### src/design/ffa_pkg.sv
`default_nettype none
package ffa_pkg;

	localparam int ADDR_W   = 32;
	localparam int REQ_W    = 13;
	localparam int STATUS_W = 2;

	typedef enum logic [STATUS_W-1:0] {
		ST_OK        = 2'd0,
		ST_OOM       = 2'd1,
		ST_NOT_FOUND = 2'd2
	} status_t;

	typedef enum logic [4:0] {
		OP_NOP,
		OP_LOAD,
		OP_RD_IDX,
		OP_STEP,
		OP_HIT_ALLOC,
		OP_HIT_FREE,
		OP_RD_NEXT,
		OP_MERGE,
		OP_RD_UP,
		OP_WR_UP,
		OP_RD_DN,
		OP_WR_DN,
		OP_WR_ALLOC_A,
		OP_WR_ALLOC_B,
		OP_WR_FREE,
		OP_WR_FREE_DEC,
		OP_FAIL_OOM,
		OP_FAIL_NF,
		OP_PUSH
	} op_t;

	typedef struct packed {
		op_t op;
	} cmd_t;

	typedef struct packed {
		logic is_free;   // current request is a free
		logic fit;       // current entry can host the allocate
		logic match;     // current entry payload address equals the target
		logic last;      // current entry is the last table entry
		logic full;      // block table has no spare entry
		logic next_free; // entry just read is marked free
		logic up_done;   // grow shift reached the split point
		logic dn_done;   // shrink shift reached the table end
	} sts_t;

endpackage
`default_nettype wire

### src/design/ffa_datapath.sv
`default_nettype none
module ffa_datapath #(
	parameter int ARENA_BYTES  = 4096,
	parameter int MAX_BLOCKS   = 256,
	parameter int HEADER_BYTES = 5
) (
	input  wire logic                          clk,
	input  wire logic                          arst_n,
	input  wire logic                          cfg_wr_en,
	input  wire logic [ffa_pkg::ADDR_W-1:0]    cfg_wr_data,
	input  wire logic                          func,
	input  wire logic [ffa_pkg::REQ_W-1:0]     req_size,
	input  wire logic [ffa_pkg::ADDR_W-1:0]    free_addr,
	input  wire ffa_pkg::cmd_t                 cmd,
	output ffa_pkg::sts_t                      sts,
	output logic      [ffa_pkg::ADDR_W-1:0]    addr,
	output logic      [ffa_pkg::STATUS_W-1:0]  status
);
	import ffa_pkg::*;

	localparam int SIZE_W = $clog2(ARENA_BYTES);
	localparam int IDX_W  = $clog2(MAX_BLOCKS);
	localparam int CNT_W  = $clog2(MAX_BLOCKS + 1);
	localparam int CMP_W  = ((REQ_W > SIZE_W) ? REQ_W : SIZE_W) + 1;
	localparam int ENT_W  = SIZE_W + 1;
	localparam logic [SIZE_W-1:0] INIT_SIZE = SIZE_W'(ARENA_BYTES - 2 * HEADER_BYTES);

	logic [ENT_W-1:0]  mem_q [MAX_BLOCKS];
	logic [ENT_W-1:0]  rd_q;
	logic [IDX_W-1:0]  rd_addr_q;

	logic [ADDR_W-1:0] base_q;
	logic              func_q;
	logic [REQ_W-1:0]  req_q;
	logic [ADDR_W-1:0] target_q;
	logic [ADDR_W-1:0] at_q;
	logic [IDX_W-1:0]  idx_q;
	logic [IDX_W-1:0]  k_q;
	logic [CNT_W-1:0]  count_q;
	logic              e0_init_q;
	logic [SIZE_W-1:0] rest_q;
	logic [SIZE_W-1:0] msize_q;
	logic [ADDR_W-1:0] res_addr_q;
	status_t           res_status_q;
	logic [ADDR_W-1:0] addr_q;
	status_t           status_q;

	logic              rd_en;
	logic [IDX_W-1:0]  rd_addr;
	logic              wr_en;
	logic [IDX_W-1:0]  wr_addr;
	logic [ENT_W-1:0]  wr_data;

	logic              cur_free;
	logic [SIZE_W-1:0] cur_size;
	logic [IDX_W-1:0]  idx_inc;
	logic [ADDR_W-1:0] pay_addr;

	// entry 0 reads as its reset value until first written
	always_comb begin
		if (rd_addr_q == '0 && e0_init_q) begin
			cur_free = 1'b1;
			cur_size = INIT_SIZE;
		end else begin
			cur_free = rd_q[SIZE_W];
			cur_size = rd_q[SIZE_W-1:0];
		end
	end

	assign idx_inc  = idx_q + IDX_W'(1);
	assign pay_addr = at_q + ADDR_W'(HEADER_BYTES);

	always_comb begin
		rd_en   = 1'b0;
		rd_addr = idx_q;
		wr_en   = 1'b0;
		wr_addr = idx_q;
		wr_data = rd_q;
		case (cmd.op)
			OP_RD_IDX: begin
				rd_en = 1'b1;
			end
			OP_RD_NEXT: begin
				rd_en   = 1'b1;
				rd_addr = idx_inc;
			end
			OP_RD_UP: begin
				rd_en   = 1'b1;
				rd_addr = k_q - IDX_W'(1);
			end
			OP_RD_DN: begin
				rd_en   = 1'b1;
				rd_addr = k_q + IDX_W'(1);
			end
			OP_WR_UP, OP_WR_DN: begin
				wr_en   = 1'b1;
				wr_addr = k_q;
			end
			OP_WR_ALLOC_A: begin
				wr_en   = 1'b1;
				wr_data = {1'b0, SIZE_W'(req_q)};
			end
			OP_WR_ALLOC_B: begin
				wr_en   = 1'b1;
				wr_addr = idx_inc;
				wr_data = {1'b1, rest_q};
			end
			OP_WR_FREE, OP_WR_FREE_DEC: begin
				wr_en   = 1'b1;
				wr_data = {1'b1, msize_q};
			end
			default: begin
			end
		endcase
	end

	always_ff @(posedge clk) begin
		if (wr_en) begin
			mem_q[wr_addr] <= wr_data;
		end
		if (rd_en) begin
			rd_q      <= mem_q[rd_addr];
			rd_addr_q <= rd_addr;
		end
	end

	always_ff @(posedge clk or negedge arst_n) begin
		if (!arst_n) begin
			base_q       <= '0;
			func_q       <= 1'b0;
			req_q        <= '0;
			target_q     <= '0;
			at_q         <= '0;
			idx_q        <= '0;
			k_q          <= '0;
			count_q      <= CNT_W'(1);
			e0_init_q    <= 1'b1;
			rest_q       <= '0;
			msize_q      <= '0;
			res_addr_q   <= '0;
			res_status_q <= ST_OK;
			addr_q       <= '0;
			status_q     <= ST_OK;
		end else begin
			if (cfg_wr_en) begin
				base_q <= cfg_wr_data;
			end
			if (wr_en && wr_addr == '0) begin
				e0_init_q <= 1'b0;
			end
			case (cmd.op)
				OP_LOAD: begin
					func_q   <= func;
					req_q    <= req_size;
					target_q <= free_addr;
					at_q     <= base_q;
					idx_q    <= '0;
				end
				OP_STEP: begin
					at_q  <= pay_addr + ADDR_W'(cur_size);
					idx_q <= idx_inc;
				end
				OP_HIT_ALLOC: begin
					k_q    <= IDX_W'(count_q);
					rest_q <= SIZE_W'(CMP_W'(cur_size) - CMP_W'(req_q) - CMP_W'(HEADER_BYTES));
				end
				OP_HIT_FREE: begin
					msize_q <= cur_size;
				end
				OP_MERGE: begin
					msize_q <= msize_q + cur_size + SIZE_W'(HEADER_BYTES);
					k_q     <= idx_inc;
				end
				OP_WR_UP: begin
					k_q <= k_q - IDX_W'(1);
				end
				OP_WR_DN: begin
					k_q <= k_q + IDX_W'(1);
				end
				OP_WR_ALLOC_B: begin
					count_q      <= count_q + CNT_W'(1);
					res_addr_q   <= pay_addr;
					res_status_q <= ST_OK;
				end
				OP_WR_FREE: begin
					res_addr_q   <= '0;
					res_status_q <= ST_OK;
				end
				OP_WR_FREE_DEC: begin
					count_q      <= count_q - CNT_W'(1);
					res_addr_q   <= '0;
					res_status_q <= ST_OK;
				end
				OP_FAIL_OOM: begin
					res_addr_q   <= '0;
					res_status_q <= ST_OOM;
				end
				OP_FAIL_NF: begin
					res_addr_q   <= '0;
					res_status_q <= ST_NOT_FOUND;
				end
				OP_PUSH: begin
					addr_q   <= res_addr_q;
					status_q <= res_status_q;
				end
				default: begin
				end
			endcase
		end
	end

	always_comb begin
		sts.is_free   = func_q;
		sts.fit       = cur_free &&
			(CMP_W'(req_q) + CMP_W'(HEADER_BYTES) < CMP_W'(cur_size));
		sts.match     = (pay_addr == target_q);
		sts.last      = (CNT_W'(idx_q) + CNT_W'(1) == count_q);
		sts.full      = (count_q == CNT_W'(MAX_BLOCKS));
		sts.next_free = cur_free;
		sts.up_done   = (k_q == idx_inc);
		sts.dn_done   = (CNT_W'(k_q) + CNT_W'(1) == count_q);
	end

	assign addr   = addr_q;
	assign status = status_q;

	a_count_range: assert property (@(posedge clk) disable iff (!arst_n)
		count_q != '0 && count_q <= CNT_W'(MAX_BLOCKS))
		else $error("block count out of range");

	a_split_grows: assert property (@(posedge clk) disable iff (!arst_n)
		cmd.op == OP_WR_ALLOC_B |=> count_q == $past(count_q) + CNT_W'(1))
		else $error("split did not add a table entry");

	a_e0_written: assert property (@(posedge clk) disable iff (!arst_n)
		$fell(e0_init_q) |-> $past(wr_en && wr_addr == '0))
		else $error("entry 0 left its reset value without a write");

endmodule
`default_nettype wire

### src/design/ffa_ctrl.sv
`default_nettype none
module ffa_ctrl (
	input  wire logic   clk,
	input  wire logic   arst_n,
	input  wire logic   in_valid,
	output logic        in_stall,
	output logic        out_valid,
	input  wire logic   out_stall,
	input  wire ffa_pkg::sts_t sts,
	output ffa_pkg::cmd_t cmd
);
	import ffa_pkg::*;

	typedef enum logic [3:0] {
		S_IDLE,
		S_RD,
		S_EV,
		S_NRD,
		S_NEV,
		S_FWR,
		S_DN,
		S_DN_WR,
		S_UP,
		S_UP_WR,
		S_ALB,
		S_FIN
	} state_t;

	state_t state_q;
	state_t nxt;
	logic   out_valid_q;

	always_comb begin
		nxt    = state_q;
		cmd.op = OP_NOP;
		case (state_q)
			S_IDLE: begin
				if (in_valid) begin
					cmd.op = OP_LOAD;
					nxt    = S_RD;
				end
			end
			S_RD: begin
				cmd.op = OP_RD_IDX;
				nxt    = S_EV;
			end
			S_EV: begin
				if (sts.is_free) begin
					if (sts.match) begin
						cmd.op = OP_HIT_FREE;
						nxt    = sts.last ? S_FWR : S_NRD;
					end else if (sts.last) begin
						cmd.op = OP_FAIL_NF;
						nxt    = S_FIN;
					end else begin
						cmd.op = OP_STEP;
						nxt    = S_RD;
					end
				end else if (sts.fit) begin
					cmd.op = sts.full ? OP_FAIL_OOM : OP_HIT_ALLOC;
					nxt    = sts.full ? S_FIN : S_UP;
				end else if (sts.last) begin
					cmd.op = OP_FAIL_OOM;
					nxt    = S_FIN;
				end else begin
					cmd.op = OP_STEP;
					nxt    = S_RD;
				end
			end
			S_NRD: begin
				cmd.op = OP_RD_NEXT;
				nxt    = S_NEV;
			end
			S_NEV: begin
				cmd.op = sts.next_free ? OP_MERGE : OP_WR_FREE;
				nxt    = sts.next_free ? S_DN : S_FIN;
			end
			S_FWR: begin
				cmd.op = OP_WR_FREE;
				nxt    = S_FIN;
			end
			S_DN: begin
				cmd.op = sts.dn_done ? OP_WR_FREE_DEC : OP_RD_DN;
				nxt    = sts.dn_done ? S_FIN : S_DN_WR;
			end
			S_DN_WR: begin
				cmd.op = OP_WR_DN;
				nxt    = S_DN;
			end
			S_UP: begin
				cmd.op = sts.up_done ? OP_WR_ALLOC_A : OP_RD_UP;
				nxt    = sts.up_done ? S_ALB : S_UP_WR;
			end
			S_UP_WR: begin
				cmd.op = OP_WR_UP;
				nxt    = S_UP;
			end
			S_ALB: begin
				cmd.op = OP_WR_ALLOC_B;
				nxt    = S_FIN;
			end
			S_FIN: begin
				// hold the result until the output register frees up
				if (!out_valid_q || !out_stall) begin
					cmd.op = OP_PUSH;
					nxt    = S_IDLE;
				end
			end
			default: begin
				nxt = S_IDLE;
			end
		endcase
	end

	always_ff @(posedge clk or negedge arst_n) begin
		if (!arst_n) begin
			state_q     <= S_IDLE;
			out_valid_q <= 1'b0;
		end else begin
			state_q <= nxt;
			if (cmd.op == OP_PUSH) begin
				out_valid_q <= 1'b1;
			end else if (!out_stall) begin
				out_valid_q <= 1'b0;
			end
		end
	end

	assign in_stall  = (state_q != S_IDLE);
	assign out_valid = out_valid_q;

endmodule
`default_nettype wire

### src/design/first_fit_heap_allocator_core.sv
`default_nettype none
// channel | signals                                   | dir
// cfg     | cfg_wr_en, cfg_wr_data (arena base)       | in
// in      | in_valid, in_stall, func, req_size, free_addr | in
// out     | out_valid, out_stall, addr, status        | out
//
// A request takes an accept step, then walks the block table one entry at a
// time (memory read, then evaluate) until it finds a hit or fails. A split or
// merge then shifts the table tail through the block table, a read and then a
// write per moved entry; the request then finishes after any wait for the
// output register.
// Reset restores one free block; no clearing pass is needed.
// Input is taken only between requests; a finished word waits in the output
// register while the next request is accepted and worked on.
module first_fit_heap_allocator_core #(
	parameter int ARENA_BYTES  = 4096,
	parameter int MAX_BLOCKS   = 256,
	parameter int HEADER_BYTES = 5
) (
	input  wire logic                          clk,
	input  wire logic                          arst_n,
	input  wire logic                          cfg_wr_en,
	input  wire logic [ffa_pkg::ADDR_W-1:0]    cfg_wr_data,
	input  wire logic                          in_valid,
	output logic                               in_stall,
	input  wire logic                          func,
	input  wire logic [ffa_pkg::REQ_W-1:0]     req_size,
	input  wire logic [ffa_pkg::ADDR_W-1:0]    free_addr,
	output logic                               out_valid,
	input  wire logic                          out_stall,
	output logic      [ffa_pkg::ADDR_W-1:0]    addr,
	output logic      [ffa_pkg::STATUS_W-1:0]  status
);
	import ffa_pkg::*;

	cmd_t cmd;
	sts_t sts;

	ffa_ctrl u_ctrl (
		.clk       (clk),
		.arst_n    (arst_n),
		.in_valid  (in_valid),
		.in_stall  (in_stall),
		.out_valid (out_valid),
		.out_stall (out_stall),
		.sts       (sts),
		.cmd       (cmd)
	);

	ffa_datapath #(
		.ARENA_BYTES  (ARENA_BYTES),
		.MAX_BLOCKS   (MAX_BLOCKS),
		.HEADER_BYTES (HEADER_BYTES)
	) u_dp (
		.clk         (clk),
		.arst_n      (arst_n),
		.cfg_wr_en   (cfg_wr_en),
		.cfg_wr_data (cfg_wr_data),
		.func        (func),
		.req_size    (req_size),
		.free_addr   (free_addr),
		.cmd         (cmd),
		.sts         (sts),
		.addr        (addr),
		.status      (status)
	);

endmodule
`default_nettype wire
### config.mk
export PLATFORM = sky130hd
export DESIGN_NAME = first_fit_heap_allocator_core
export DESIGN_NICKNAME = d
export VERILOG_FILES = /design/src/design/ffa_pkg.sv /design/src/design/ffa_datapath.sv /design/src/design/ffa_ctrl.sv /design/src/design/first_fit_heap_allocator_core.sv
export SDC_FILE = /design/constraint.sdc
export NUM_CORES = 2
export LEC_CHECK = 0
export BUFFER_PORTS_ARGS = -buffer_cell sky130_fd_sc_hd__buf_2
export CORE_ASPECT_RATIO = 1.25
export CORE_UTILIZATION = 30
export CTS_CLUSTER_DIAMETER = 30
export DETAILED_ROUTE_END_ITERATION = 16
export PLACE_DENSITY = 0.53
export SETUP_SLACK_MARGIN = 0.02
export SLEW_MARGIN = 20
export SYNTH_ARGS = -nofsm -noshare
export SYNTH_HDL_FRONTEND = slang
export SYNTH_SLANG_ARGS = --single-unit
### constraint.sdc
create_clock -name clk -period 26.9 [get_ports clk]
set_input_delay 2.69 -clock clk [delete_from_list [all_inputs] [get_ports clk]]
set_output_delay 2.69 -clock clk [all_outputs]
set_load 0.02 [all_outputs]
==> flow_metrics.tcl <==
set metrics [dict create \
    cpPeakStageDelay_ns 0.83 \
    min_period_ns 9.05 \
    std_cell_rows 286 \
    grt_max_degree 212 \
    p_total_uw 25000 \
    path_clk_slew_ns 0.05 \
    seqPwrFrac_pct 31.6 \
    critPathArrivalTime_ns 9.83 \
    cts_setup_buffers 0 \
    synth_area_leaders "edfxtp_1, mux4_2, dfrtp_1, nand2_1, mux2i_1" \
    start_util_pct 30.1 \
    r2r.worst_path.cells 18 \
    top_layer "met5" \
    wl_mm 457 \
    vias 86600 \
    drv_slew 0 \
    antenna_found_initial 21 \
    cpMaxStageDelayCell "dfrtp_1" \
    grt_pass1_wl_mm 647 \
    dpl_cell_area_mm2 0.156 \
    min_to "u_dp.e0_init_q$_DFFE_PN1P_" \
    viasPerCell 5.18 \
    status "finished clean" \
    grt_pass1_vias 87600 \
    drc 0 \
    path_class "register to register" \
    cts_hold_buffers 0 \
    track_usage_pct 18.1 \
    relSlewSlack_pct 11.7 \
    numPortBuffers 118 \
    finalClockSkew_ns 0.0871 \
    core_area_mm2 0.485 \
    cts_buffers 640 \
    post_drt_wl_per_cell_um 27.3 \
    synth_nets 9253 \
    dr_wl_met2_mm 226 \
    rrSetupSlack_ns 17.85 \
    synth_cell_types 103 \
    synth_edf_count 3349 \
    crit_chain "nand2b_1 > nor4_2 > o2111ai_1 > or4b_1 > o21a_4 > a31oi_4 > buf_4 > and2_4 > buf_12 > buf_12 > buf_4 > buf_4 > mux2i_1 > o22ai_1 > a21oi_1 > a31oi_1 > a311oi_1 > nand3_1" \
    ioPinCount 119 \
    hold_viol 0 \
    cp.required_ns 27.68 \
    dieArea_mm2 0.489 \
    max_freq_mhz 110 \
    die_y_um 782 \
    synth_top_area_cell "edfxtp_1" \
    irDropWorstVdd_mv 0.177 \
    grt_overflow 0 \
    synth_warnings 0 \
    fin_area_mm2 0.178 \
    dpl.hpwl_mm 283 \
    synth_ff_type "edfxtp_1" \
    cts.sink_count 3582 \
    htreeDepth 6 \
    p_int_uw 15600 \
    clockPowerShare_pct 32.4 \
    placed_cells_incl_taps 15500 \
    cellPowerDensity_mw_per_mm2 141 \
    worstSetupStartpointType "register" \
    crit_top_cell "buf_4" \
    cts_buffer_depth 4 \
    power.switching_uw 9390 \
    wl_met3_mm 30.0 \
    cts_resized 0 \
    final_cells 16700 \
    worst_slew_pin_slew_ns 1.32 \
    critPathTopFamily "buffers and inverters" \
    rsz0062_at_grt "no" \
    ant_nets 0 \
    whs_path_depth 1 \
    ys_seq_area_share_pct 72.9 \
    cts_tree "built" \
    synth_cells 9097 \
    cp-end-kind "register" \
    synth.most_common_cell "edfxtp_1" \
    drv_cap 0 \
    synth-seq-cells 3582 \
    drtPass1Iterations 7 \
    regToRegStartpoint "u_ctrl.state_q[3]$_DFFE_PN0P_" \
    hp-class "register to register" \
    wl_met1_mm 173 \
    comb_power_share_pct 36.0 \
    holdCritStartpoint "u_dp.e0_init_q$_DFFE_PN1P_" \
    yosysTopAreaCellShare_pct 68.9 \
    crit_fanout 112 \
    syn_area_per_cell_um2 16.0 \
    fillers 45100 \
    synth_area_mm2 0.146 \
    fin_hold_ws_ns 0.480 \
    syn2layout_area_growth_pct 21.9 \
    synth.top_cells.by_count "edfxtp_1, nand2_1, nor2_1" \
    drive_above_1_share_pct 21.7 \
    nets 9851 \
    p_sw_share_pct 37.5 \
    rr_endpoint "u_dp.rd_q[11]$_DFFE_PP_" \
    fp.dieW_um 626 \
    setup_viol 0 \
    root_buffer "clkbuf_16" \
    async_reset_ff_share_pct 6.50 \
    clkLatencyLatePin_ns 1.09 \
    setup-tns-final_ns 0 \
    gp_congestion 0.893 \
    finalCritPeriodShare_pct 33.6 \
    drtIter0Drc 8114 \
    p_leak_uw 0.0604 \
    path_buf_inv 5 \
]
==> registers in the layout (all words and copies together), names as in the netlist, 9 cells and up <==
name	count
u_dp.msize_q	12
u_dp.rd_q	13
u_dp.mem_q	3328
u_dp.at_q	32
u_dp.res_addr_q	32
u_dp.rest_q	12
u_dp.count_q	9
u_dp.target_q	32
u_dp.addr	32
u_dp.base_q	32
u_dp.req_q	13
==> logic make-up after synthesis <==
logic type | synth area share, %
xor gates and xnor gates | 1.00
muxes | 9.81
adders and majority gates | 0.674
buffers and inverters | 2.21
and+or+nand+nor | 7.38
DFF | 72.9
AOI/OAI and AO/OA | 6.04
==> power by group through the flow <==
stage                     Combinational, uW  Clock (uW)  Sequential [uW]
after floorplan                        5700           0             8550
after global routing                   9530        8450             7930
final                                  9000        8100             7910
after global placement                 8840           0             8000
after detailed placement               9010           0             8010
after CTS                              9030        8200             7910
==> routing by layer <==
layer,up-vias,global-route usage [%]
met1,45100,21.6
li1,37000,-
met4,6,9.88
met5,-,0
met2,3514,30.9
met3,956,3.21
==> stage by stage <==
stage | setup WS, ns | utilization [%]
final | 17.85 | 36.7
after global routing | 17.48 | 36.7
after CTS | 17.81 | 36.7
after detailed placement | 17.05 | 32.1
after global placement | 16.70 | 32.1
after floorplan | 13.08 | -
==> cells in the final DEF, fill, tap and decap left out, types with 76 or more instances in the layout <==
cell type     n
a211oi_1     97
a21oi_1     209
a31oi_1     177
a32oi_1     177
and3_1      137
buf_2       118
buf_4       377
bufinv_16    76
clkbuf_16   642
clkinv_1    101
clkinv_2     94
dfrtp_1     231
edfxtp_1   3349
inv_1        79
mux2i_1     401
mux4_2      420
nand2_1    1263
nand3_1     263
nor2_1      406
o21ai_0     115
o22ai_1      89
xnor2_1     115
==> cell type report <==
| cell class | count | area (um^2) | share of cell area [%] |
|---|---|---|---|
| Sequential cell | 3582 | 106000 | 59.8 |
| Multi-Input combinational cell | 4862 | 37100 | 20.9 |
| Clock buffer | 723 | 16400 | 9.24 |
| Tap cell | 6480 | 8110 | 4.56 |
| Clock inverter | 464 | 5500 | 3.09 |
| Timing Repair Buffer | 526 | 4010 | 2.26 |
| Inverter | 83 | 329 | 0.185 |
| Antenna cell | 8 | 20.0 | 0.0113 |
==> how the worst max path moves through the flow <==
stage / from / slack, ns / end / cells after the start
final: u_ctrl.state_q[3]$_DFFE_PN0P_ / 17.85 / u_dp.rd_q[11]$_DFFE_PP_ / 18
after global routing: u_ctrl.state_q[3]$_DFFE_PN0P_ / 17.48 / u_dp.rd_q[11]$_DFFE_PP_ / 18
after CTS: u_ctrl.state_q[3]$_DFFE_PN0P_ / 17.81 / u_dp.rd_q[1]$_DFFE_PP_ / 18
after detailed placement: out_stall / 17.05 / u_dp.rd_q[1]$_DFFE_PP_ / 18
after global placement: out_stall / 16.70 / u_dp.rd_q[4]$_DFFE_PP_ / 17
after floorplan: u_dp.e0_init_q$_DFFE_PN1P_ / 13.08 / u_dp.mem_q[0][10]$_DFFE_PP_ / 18
No activity file was read; power rests on OpenSTA's default activity.
